## src/rtl/otl_pkg.sv

```systemverilog
package otl_pkg;

    localparam int QUEUE_DEPTH = 4;
    localparam int QIDX_W      = $clog2(QUEUE_DEPTH);
    localparam int QCNT_W      = $clog2(QUEUE_DEPTH + 1);

    typedef logic [4:0] t_kind;
    typedef logic [2:0] t_pend;

    typedef struct packed {
        t_kind kind;
        logic  last;
    } t_token;

    localparam t_kind TK_EOF       = 5'd0;
    localparam t_kind TK_HASH      = 5'd1;
    localparam t_kind TK_LPAREN    = 5'd2;
    localparam t_kind TK_RPAREN    = 5'd3;
    localparam t_kind TK_LBRACE    = 5'd4;
    localparam t_kind TK_RBRACE    = 5'd5;
    localparam t_kind TK_COMMA     = 5'd6;
    localparam t_kind TK_DOT       = 5'd7;
    localparam t_kind TK_SEMICOLON = 5'd8;
    localparam t_kind TK_SLASH     = 5'd9;
    localparam t_kind TK_STAR      = 5'd10;
    localparam t_kind TK_PLUS      = 5'd11;
    localparam t_kind TK_MINUS     = 5'd12;
    localparam t_kind TK_BANG      = 5'd13;
    localparam t_kind TK_BANG_EQ   = 5'd14;
    localparam t_kind TK_EQ        = 5'd15;
    localparam t_kind TK_EQ_EQ     = 5'd16;
    localparam t_kind TK_GT        = 5'd17;
    localparam t_kind TK_GE        = 5'd18;
    localparam t_kind TK_SHR       = 5'd19;
    localparam t_kind TK_LT        = 5'd20;
    localparam t_kind TK_LE        = 5'd21;
    localparam t_kind TK_SHL       = 5'd22;
    localparam t_kind TK_AND       = 5'd23;
    localparam t_kind TK_AND_EQ    = 5'd24;
    localparam t_kind TK_OR        = 5'd25;
    localparam t_kind TK_OR_EQ     = 5'd26;
    localparam t_kind TK_XOR       = 5'd27;
    localparam t_kind TK_XOR_EQ    = 5'd28;
    localparam t_kind TK_NOT       = 5'd29;
    localparam t_kind TK_ERROR     = 5'd30;

    localparam t_pend PEND_NONE = 3'd0;
    localparam t_pend PEND_BANG = 3'd1;
    localparam t_pend PEND_EQ   = 3'd2;
    localparam t_pend PEND_GT   = 3'd3;
    localparam t_pend PEND_LT   = 3'd4;
    localparam t_pend PEND_AND  = 3'd5;
    localparam t_pend PEND_OR   = 3'd6;
    localparam t_pend PEND_XOR  = 3'd7;

    localparam logic [7:0] CH_HASH   = 8'h23;
    localparam logic [7:0] CH_LPAREN = 8'h28;
    localparam logic [7:0] CH_RPAREN = 8'h29;
    localparam logic [7:0] CH_LBRACE = 8'h7B;
    localparam logic [7:0] CH_RBRACE = 8'h7D;
    localparam logic [7:0] CH_COMMA  = 8'h2C;
    localparam logic [7:0] CH_DOT    = 8'h2E;
    localparam logic [7:0] CH_SEMI   = 8'h3B;
    localparam logic [7:0] CH_SLASH  = 8'h2F;
    localparam logic [7:0] CH_STAR   = 8'h2A;
    localparam logic [7:0] CH_PLUS   = 8'h2B;
    localparam logic [7:0] CH_MINUS  = 8'h2D;
    localparam logic [7:0] CH_TILDE  = 8'h7E;
    localparam logic [7:0] CH_BANG   = 8'h21;
    localparam logic [7:0] CH_EQ     = 8'h3D;
    localparam logic [7:0] CH_GT     = 8'h3E;
    localparam logic [7:0] CH_LT     = 8'h3C;
    localparam logic [7:0] CH_AMP    = 8'h26;
    localparam logic [7:0] CH_PIPE   = 8'h7C;
    localparam logic [7:0] CH_CARET  = 8'h5E;

    function automatic t_pend pend_code(input logic [7:0] c);
        t_pend p;
        unique case (c)
            CH_BANG:  p = PEND_BANG;
            CH_EQ:    p = PEND_EQ;
            CH_GT:    p = PEND_GT;
            CH_LT:    p = PEND_LT;
            CH_AMP:   p = PEND_AND;
            CH_PIPE:  p = PEND_OR;
            CH_CARET: p = PEND_XOR;
            default:  p = PEND_NONE;
        endcase
        return p;
    endfunction

    function automatic t_kind single_char_kind(input logic [7:0] c);
        t_kind k;
        unique case (c)
            CH_HASH:   k = TK_HASH;
            CH_LPAREN: k = TK_LPAREN;
            CH_RPAREN: k = TK_RPAREN;
            CH_LBRACE: k = TK_LBRACE;
            CH_RBRACE: k = TK_RBRACE;
            CH_COMMA:  k = TK_COMMA;
            CH_DOT:    k = TK_DOT;
            CH_SEMI:   k = TK_SEMICOLON;
            CH_SLASH:  k = TK_SLASH;
            CH_STAR:   k = TK_STAR;
            CH_PLUS:   k = TK_PLUS;
            CH_MINUS:  k = TK_MINUS;
            CH_TILDE:  k = TK_NOT;
            default:   k = TK_ERROR;
        endcase
        return k;
    endfunction

    function automatic t_kind single_kind(input t_pend p);
        t_kind k;
        unique case (p)
            PEND_BANG: k = TK_BANG;
            PEND_EQ:   k = TK_EQ;
            PEND_GT:   k = TK_GT;
            PEND_LT:   k = TK_LT;
            PEND_AND:  k = TK_AND;
            PEND_OR:   k = TK_OR;
            PEND_XOR:  k = TK_XOR;
            default:   k = TK_EOF;
        endcase
        return k;
    endfunction

    function automatic t_kind with_eq_kind(input t_pend p);
        t_kind k;
        unique case (p)
            PEND_BANG: k = TK_BANG_EQ;
            PEND_EQ:   k = TK_EQ_EQ;
            PEND_GT:   k = TK_GE;
            PEND_LT:   k = TK_LE;
            PEND_AND:  k = TK_AND_EQ;
            PEND_OR:   k = TK_OR_EQ;
            PEND_XOR:  k = TK_XOR_EQ;
            default:   k = TK_EOF;
        endcase
        return k;
    endfunction

endpackage

```

## src/rtl/otl_if.sv

```systemverilog
interface otl_char_if;
    logic       valid;
    logic       ready;
    logic [7:0] char_code;
    logic       end_of_input;

    modport source (output valid, output char_code, output end_of_input, input ready);
    modport sink   (input valid, input char_code, input end_of_input, output ready);
endinterface

interface otl_token_if;
    logic       valid;
    logic       ready;
    logic [4:0] token_kind;
    logic       last_of_run;

    modport source (output valid, output token_kind, output last_of_run, input ready);
    modport sink   (input valid, input token_kind, input last_of_run, output ready);
endinterface

```

## src/rtl/operator_token_lexer.sv

```systemverilog
// Operator and punctuation lexer with one character of lookahead.
// i_chr carries one source byte per request (char_code), or an end-of-input
// marker (end_of_input) that flushes a held operator and yields EOF.
// o_tok carries token kinds; last_of_run marks the final token caused by
// one input request.
// Each input request gives zero, one or two tokens. Tokens are written into
// a registered queue and appear on o_tok from its head; a held operator
// character gives its token only with the next request.
// Throughput: one input request per cycle while i_chr.ready is high, one
// token per cycle while o_tok.ready is high. A 4-entry token queue sits
// between the two sides; i_chr.ready is high while at most two tokens are
// queued, so a stream with occasional two-token requests runs at full rate
// and only back-to-back doubles or a stalled receiver drop it till drained.
// Reset clears the held operator and empties the queue.
// When the receiver stalls, the head token holds on o_tok until taken.
module operator_token_lexer (
    input  logic                i_clk,
    input  logic                i_rst_n,
    otl_char_if.sink            i_chr,
    otl_token_if.source         o_tok
);

    otl_pkg::t_pend                    r_pend;
    otl_pkg::t_pend                    n_pend;
    otl_pkg::t_token                   r_q [otl_pkg::QUEUE_DEPTH];
    otl_pkg::t_token                   n_q [otl_pkg::QUEUE_DEPTH];
    logic [otl_pkg::QCNT_W-1:0]        r_cnt;
    logic [otl_pkg::QCNT_W-1:0]        n_cnt;
    logic [otl_pkg::QCNT_W-1:0]        base;
    logic [1:0]                        nres;
    logic [1:0]                        push_cnt;
    otl_pkg::t_token                   tok_a;
    otl_pkg::t_token                   tok_b;
    otl_pkg::t_pend                    code;
    logic                              accept;
    logic                              pop;
    logic                              combine;

    assign i_chr.ready       = (r_cnt <= otl_pkg::QCNT_W'(otl_pkg::QUEUE_DEPTH - 2));
    assign accept            = i_chr.valid && i_chr.ready;
    assign o_tok.valid       = (r_cnt != '0);
    assign o_tok.token_kind  = r_q[0].kind;
    assign o_tok.last_of_run = r_q[0].last;
    assign pop               = o_tok.valid && o_tok.ready;

    always_comb begin
        code    = otl_pkg::pend_code(i_chr.char_code);
        combine = (r_pend != otl_pkg::PEND_NONE) &&
                  ((i_chr.char_code == otl_pkg::CH_EQ) ||
                   (r_pend == otl_pkg::PEND_GT && i_chr.char_code == otl_pkg::CH_GT) ||
                   (r_pend == otl_pkg::PEND_LT && i_chr.char_code == otl_pkg::CH_LT));
        tok_a   = '{kind: otl_pkg::TK_EOF, last: 1'b1};
        tok_b   = '{kind: otl_pkg::TK_EOF, last: 1'b1};
        nres    = 2'd0;
        n_pend  = otl_pkg::PEND_NONE;
        if (i_chr.end_of_input) begin
            if (r_pend != otl_pkg::PEND_NONE) begin
                tok_a = '{kind: otl_pkg::single_kind(r_pend), last: 1'b0};
                nres  = 2'd2;
            end else begin
                nres  = 2'd1;
            end
        end else if (combine) begin
            if (i_chr.char_code == otl_pkg::CH_EQ) begin
                tok_a.kind = otl_pkg::with_eq_kind(r_pend);
            end else if (r_pend == otl_pkg::PEND_GT) begin
                tok_a.kind = otl_pkg::TK_SHR;
            end else begin
                tok_a.kind = otl_pkg::TK_SHL;
            end
            nres = 2'd1;
        end else if (code != otl_pkg::PEND_NONE) begin
            n_pend = code;
            if (r_pend != otl_pkg::PEND_NONE) begin
                tok_a.kind = otl_pkg::single_kind(r_pend);
                nres       = 2'd1;
            end
        end else if (r_pend != otl_pkg::PEND_NONE) begin
            tok_a      = '{kind: otl_pkg::single_kind(r_pend), last: 1'b0};
            tok_b.kind = otl_pkg::single_char_kind(i_chr.char_code);
            nres       = 2'd2;
        end else begin
            tok_a.kind = otl_pkg::single_char_kind(i_chr.char_code);
            nres       = 2'd1;
        end
    end

    always_comb begin
        push_cnt = accept ? nres : 2'd0;
        base     = r_cnt - otl_pkg::QCNT_W'(pop);
        n_q      = r_q;
        if (pop) begin
            for (int i = 0; i < otl_pkg::QUEUE_DEPTH - 1; i++) begin
                n_q[i] = r_q[i + 1];
            end
        end
        for (int i = 0; i < otl_pkg::QUEUE_DEPTH; i++) begin
            if (push_cnt != 2'd0 &&
                base[otl_pkg::QIDX_W-1:0] == otl_pkg::QIDX_W'(i)) begin
                n_q[i] = tok_a;
            end
            if (push_cnt == 2'd2 &&
                base[otl_pkg::QIDX_W-1:0] + otl_pkg::QIDX_W'(1) == otl_pkg::QIDX_W'(i)) begin
                n_q[i] = tok_b;
            end
        end
        n_cnt = base + otl_pkg::QCNT_W'(push_cnt);
    end

    always_ff @(posedge i_clk) begin
        if (!i_rst_n) begin
            r_pend <= otl_pkg::PEND_NONE;
            r_cnt  <= '0;
        end else begin
            r_cnt <= n_cnt;
            if (accept) begin
                r_pend <= n_pend;
            end
        end
    end

    always_ff @(posedge i_clk) begin
        r_q <= n_q;
    end

endmodule
```

## src/flat_wrapper.sv

```systemverilog
// flat-port wrapper written by rule: the top's interface ports become plain ports
module operator_token_lexer_flat 
  (i_clk, i_rst_n, i_chr_valid, i_chr_char_code, i_chr_end_of_input, i_chr_ready, o_tok_valid, o_tok_token_kind, o_tok_last_of_run, o_tok_ready);
  otl_char_if i_chr_i ();
  otl_token_if o_tok_i ();
  input  logic i_clk;
  input  logic i_rst_n;
  input wire logic [$bits(i_chr_i.valid)-1:0] i_chr_valid;
  input wire logic [$bits(i_chr_i.char_code)-1:0] i_chr_char_code;
  input wire logic [$bits(i_chr_i.end_of_input)-1:0] i_chr_end_of_input;
  output wire logic [$bits(i_chr_i.ready)-1:0] i_chr_ready;
  output wire logic [$bits(o_tok_i.valid)-1:0] o_tok_valid;
  output wire logic [$bits(o_tok_i.token_kind)-1:0] o_tok_token_kind;
  output wire logic [$bits(o_tok_i.last_of_run)-1:0] o_tok_last_of_run;
  input wire logic [$bits(o_tok_i.ready)-1:0] o_tok_ready;
  assign i_chr_i.valid = i_chr_valid;
  assign i_chr_i.char_code = i_chr_char_code;
  assign i_chr_i.end_of_input = i_chr_end_of_input;
  assign i_chr_ready = i_chr_i.ready;
  assign o_tok_valid = o_tok_i.valid;
  assign o_tok_token_kind = o_tok_i.token_kind;
  assign o_tok_last_of_run = o_tok_i.last_of_run;
  assign o_tok_i.ready = o_tok_ready;
  operator_token_lexer u_core (.i_clk(i_clk), .i_rst_n(i_rst_n), .i_chr(i_chr_i), .o_tok(o_tok_i));
endmodule
```

## config.mk

```make
export PLATFORM = sky130hd
export DESIGN_NAME = operator_token_lexer_flat
export DESIGN_NICKNAME = d
export VERILOG_FILES = /design/src/rtl/otl_pkg.sv /design/src/rtl/otl_if.sv /design/src/rtl/operator_token_lexer.sv /design/src/flat_wrapper.sv
export SDC_FILE = /design/constraint.sdc
export NUM_CORES = 1
export LEC_CHECK = 0
export BUFFER_PORTS_ARGS = -buffer_cell sky130_fd_sc_hd__buf_2
export CORE_ASPECT_RATIO = 0.6
export CORE_UTILIZATION = 40
export DETAILED_ROUTE_END_ITERATION = 16
export SLEW_MARGIN = 20
export SYNTH_ARGS = -nofsm -noshare
export SYNTH_HDL_FRONTEND = slang
export SYNTH_SLANG_ARGS = --single-unit
```

## constraint.sdc

```tcl
create_clock -name i_clk -period 4.55 [get_ports i_clk]
set_input_delay 0.6825 -clock i_clk [delete_from_list [all_inputs] [get_ports i_clk]]
set_output_delay 0.6825 -clock i_clk [all_outputs]
set_load 0.02 [all_outputs]
```

; After elaboration in Yosys (flattened, before gate mapping)
; Cells that the tools add are included.
; Widths: inputs -> output; s select.
[word_totals]
mem_count = 0
rom_bits = 0
input_bits = 13
out_inout_bits = 8
mem_bits_rw = 0
latchBits = 0
regBits = 30
word_cells = 113
[classes]
addsub = 3
reduce_logical = 28
multipliers = 0
div_mod_pow = 0
mux = 37
n_eq_ne = 34
n_shift = 0
n_bitwise = 0
n_lt_le_gt_ge = 1
[op_table]
columns = operator, n
row1 = $eq 8x6->1 const B, 15
row2 = $pmux 5 s7, 2
row3 = $pmux 5 s13, 1
row4 = $mux 6, 10
row5 = $mux 5, 9
row6 = $eq 8x7->1 const B, 5
row7 = $pmux 3 s7, 1
row8 = $mux 18, 1
row9 = $reduce_bool 3->1, 6
row10 = $logic_and 1x1->1, 13
row11 = $eq 3x3->1 const B, 4
row12 = $mux 3, 4
row13 = $eq 2x2->1 const B, 5
row14 = $mux 2, 5
row15 = $reduce_bool 2->1, 5
row16 = $eq 3x2->1 const B, 2
row17 = $eq 2x1->1 const B, 2
row18 = $logic_not 2->1, 2
row19 = $mux 1, 4
row20 = $add 3x2->3, 1
row21 = $eq 3x1->1 const B, 1
row22 = $le 3x2->1 const B, 1
row23 = $sub 3x1->3, 1
row24 = $add 2x1->2 const B, 1
row25 = $logic_or 1x1->1, 2

; Longest topological paths before layout
[logic_depth]
depth_word = 12
mapped_depth = 14
ltp_nobuf = 13

; Worst setup path after synthesis
; No wires, ideal clock.
[synth_timing]
path_kind = input to register
start = input i_chr_char_code[1]
end = register u_core.r_cnt[2] (netlist bit)
slack_ns = 1.344
n_path_buf = 2
path_stages = 12
setup_time_ns = 0.115
arrival_ns = 3.091
required_ns = 4.435
cell_sequence = buf_2 > clkbuf_1 > nor4_1 > a21oi_1 > and2_1 > ha_1 > a21oi_1 > or2_2 > fa_1 > xor2_1 > xnor2_1 > and2_1
[synth_between]
elab_chain_cells = 9
elab_cells_between_ends = 19
classes_between = add/sub (1) / eq/ne (7) / mux (5) / reduce/logical (6)
[synth_rtl]
columns = item, line
row1 = start: declaration, flat_wrapper.sv:9  ; input wire logic [$bits(i_chr_i.char_code)-1:0] i_chr_char_code;
row2 = "parallel branches: the longest is 5 deep, another holds $eq 8x7->1", -
row3 = $mux 2 *, operator_token_lexer.sv:63  ; end else if (combine) begin
row4 = $mux 2 *, operator_token_lexer.sv:56  ; if (i_chr.end_of_input) begin
row5 = $mux 2 *, operator_token_lexer.sv:89  ; push_cnt = accept ? nres : 2'd0;
row6 = $add 3x2->3 *, operator_token_lexer.sv:107  ; n_cnt = base + otl_pkg::QCNT_W'(push_cnt);
row7 = end signal: assignment, operator_token_lexer.sv:115  ; r_cnt <= n_cnt;
row8 = end: declaration, operator_token_lexer.sv:27  ; logic [otl_pkg::QCNT_W-1:0] r_cnt;
; Mark *: on every way between the ends.
; A chain may end at the register's enable or synchronous reset.

; Worst setup path after layout
[layout_timing]
start = input i_chr_char_code[3]
end = register u_core.r_q[15] (netlist bit), enable pin
[layout_between]
elab_chain_cells = 11
elab_cells_between_ends = 23
classes_between = eq/ne (8) / mux (5) / reduce/logical (10)
[layout_rtl]
columns = item, line
row1 = "parallel branches: the longest is 5 deep, another holds $eq 8x7->1", -
row2 = $mux 2 *, operator_token_lexer.sv:63
row3 = $mux 2 *, operator_token_lexer.sv:56
row4 = $mux 2 *, operator_token_lexer.sv:89
row5 = $eq 2x2->1 / $reduce_bool 2->1 (equally long branches), "operator_token_lexer.sv:102, operator_token_lexer.sv:98"
row6 = $logic_and 1x1->1 (on tied branches), "operator_token_lexer.sv:102, operator_token_lexer.sv:98"
row7 = $reduce_bool 3->1 (no line) *, -
row8 = end signal: assignment, operator_token_lexer.sv:123  ; r_q <= n_q;
row9 = end: declaration, operator_token_lexer.sv:25  ; otl_pkg::t_token r_q [otl_pkg::QUEUE_DEPTH];
; Marked as above.

==> results.yml <==
cts:
  ctsResizeCount: 0
  hold_buffers: 0
  clk_latency_ns: 0.29
  clk_pin_slew_worst_paths_ns: 0.06
  cts_buffer_depth: 2
  post_cts_buffers: 0
  cts_max_level: 2
  cts_tree: "built"
  cts_root_buf: "clkbuf_8"
  cts_buffers: 5
  cts_sinks: 30
worst_setup_path:
  crit_buf_inv: 1
  worstPathRequired_ns: 4.52
  cp-end-kind: "register"
  cp-start-kind: "primary input"
  worst_path_largest_cell_delay_ns: 0.58
  r2r_slack_ns: 1.35
  slowest_stage: "nor2_1"
  path_cells: "buf_2, nand3_1, nor3_2, a32oi_1, and2_1, ha_1, nand2b_1, a2bb2oi_2, nor2_1, or3_1"
  critPathTopFamily: "simple AND/OR/NAND/NOR gates"
  cp_data_arrival_time_ns: 3.47
  path_class: "primary input to register"
  cp_max_fo: 15
global_routing:
  overflow: 0
  antenna_found_initial: 0
  grt_pass1_vias: 1956
  grt_max_degree: 23
  track_usage: 0.204
  grt_pass1_wl_microns: 9880
synth:
  ys_ff_latch: 30
  yosysUniqueCellTypes: 58
  netlist_top_cells_count: "40 x nand2_1, 23 x nor2_1, 21 x a21oi_1"
  synthCells: 298
  synth_fp_nets: 316
  synthMostInstantiatedCell: "nand2_1"
  ys_seq_area_frac: 0.334
  netlist_area_sq_um: 2400
  synth_top_area_share: 0.250
  yosys_warnings: 0
  synth_area_leader_cell: "edfxtp_1"
  synth-main-ff-cell: "edfxtp_1"
  synthTopCellsByArea: "edfxtp_1 25%, dfxtp_1 8.3%, nand2_1 6.3%, o221ai_1 4.7%, a21oi_1 4.4%"
  synth_area_per_cell_sq_um: 8.05
  async_flop_share: 0
  synth_edf_count: 20
final_layout:
  n_antenna_cell: 0
  fill_cells: 593
  design_area_sq_um: 2570
  area_delta_synth_final_pct: 7.36
  final_nets: 320
  drive_gt1_frac: 0.125
detailed_routing:
  drc: 0
  drt-pass1-iter-count: 5
  routedWlPerCell_microns: 15.3
  wirelength_microns: 5860
  via_count: 2281
  viasPerCell: 5.96
  drt_iter0_drc: 199
  ant_nets: 0
die:
  start_util: 0.423
  core_sq_um: 5680
  io_pins: 21
  dieArea_sq_um: 6320
  fp.dieW_microns: 102
  die_h_microns: 62.0
  rows: 21
sta:
  worst_slew_margin_rel: 0.516
  fin_crit_ns: 3.49
  rsz0062_at_grt: "false"
  fin_skew_ns: 0.00969
  period_share: 0.768
  fin_setup_tns_ns: 0
  drv_slew: 0
  fmax_mhz: 286
  finalSetupViolations: 0
  hold_viol: 0
  tightestPinTransition_ns: 0.723
placed_design:
  gp_congestion: 0.927
  post_dp_cell_area_sq_um: 2490
  dpl.hpwl_microns: 4470
  io_buffers: 20
hold_path:
  hold_path.class: "register to register"
pwr:
  p_leak_nw: 0.903
  p_per_area_nw_per_um2: 457
  peakVddDrop_mv: 0.305
run:
  cap_violations: 0
outcome:
  status: "finished clean"
power breakdown:
part           switching [mW]  internal [mW]  total [mW]  leakage, nW
logic                   0.311          0.183       0.495        0.589
registers              0.0394          0.435       0.474        0.273
clock network           0.103          0.104       0.207       0.0416
per-stage QoR:
stage               hold WS, ns  setup WS, ns   util  cells  total power, mW
CTS                       0.496          1.14  0.454    383             1.18
detailed placement        0.479         0.838  0.439    375            0.970
global placement          0.469         0.965  0.439    375            0.979
finish                    0.492          1.06  0.454    383             1.18
floorplan                 0.445          1.34      -    298            0.859
global route              0.513         0.750  0.454    383             1.27
worst reg2reg max path: cells and delay by family (launching register included):
| family | cells | cell delay (ns) |
|---|---|---|
| simple gates | 5 | 1.75 |
| flops | 1 | 0.33 |
| buf+inv | 1 | 0.15 |
| fa+ha+maj | 2 | 0.67 |
layout by cell type, fill, tap and decap left out, drive strengths merged, types with 4 or more instances in the layout:
master and count:
nand2 40, buf 24, nor2 23, a21oi 21, edfxtp 20, o21ai 16
o221ai 13, inv 12, nor3 11, dfxtp 10, nand2b 8, nor2b 8
or3 6, and2 5, nand3 5, a31oi 5, clkbuf 5, nand4b 4
o31ai 4, nor4 4, xor2 4, a22oi 4, ha 4
logic make-up after synthesis:
logic type	after synthesis	share of synthesized area
DFF	30	0.334
xor gates and xnor gates	6	0.0219
AOI/OAI and AO/OA	84	0.241
and+or+nand+nor	132	0.289
buffers and inverters	39	0.0767
muxes	2	0.00835
adders and majority gates	5	0.0292
area by class of cell:
type	instances	area (sq um)	share of cell area
flip-flops and latches	30	801	0.311
clock buffers	5	68.8	0.0267
multi-input cells	229	1410	0.549
inverters	12	45.0	0.0175
well taps	80	100	0.0389
repair buffers	24	130	0.0505
clock inverters	3	16.3	0.00632
path summary, 6_finish.rpt:
kind,end,startpoint,cells past startpoint
max,u_core.r_q[15],i_chr_char_code[3],10
min,u_core.o_tok.last_of_run,u_core.o_tok.last_of_run,2
max reg2reg,u_core.r_q[15],u_core.r_cnt[2],8
min reg2reg,u_core.o_tok.last_of_run,u_core.o_tok.last_of_run,2
per-layer routing:
layer	routed length [microns]	vias to the layer above	track usage
met5	0	-	0
met4	21	0	0.0245
met1	3130	1073	0.327
met3	463	4	0.0470
met2	2240	91	0.277
li1	-	1113	-
registers in the layout, summed over array words and instances (netlist names):
| name | flops |
|---|---|
| u_core.o_tok.last_of_run | 1 |
| u_core.o_tok.token_kind | 5 |
| u_core.r_cnt | 3 |
| u_core.r_pend | 3 |
| u_core.r_q | 18 |
Note: power is estimated with default switching activity, not from simulation.
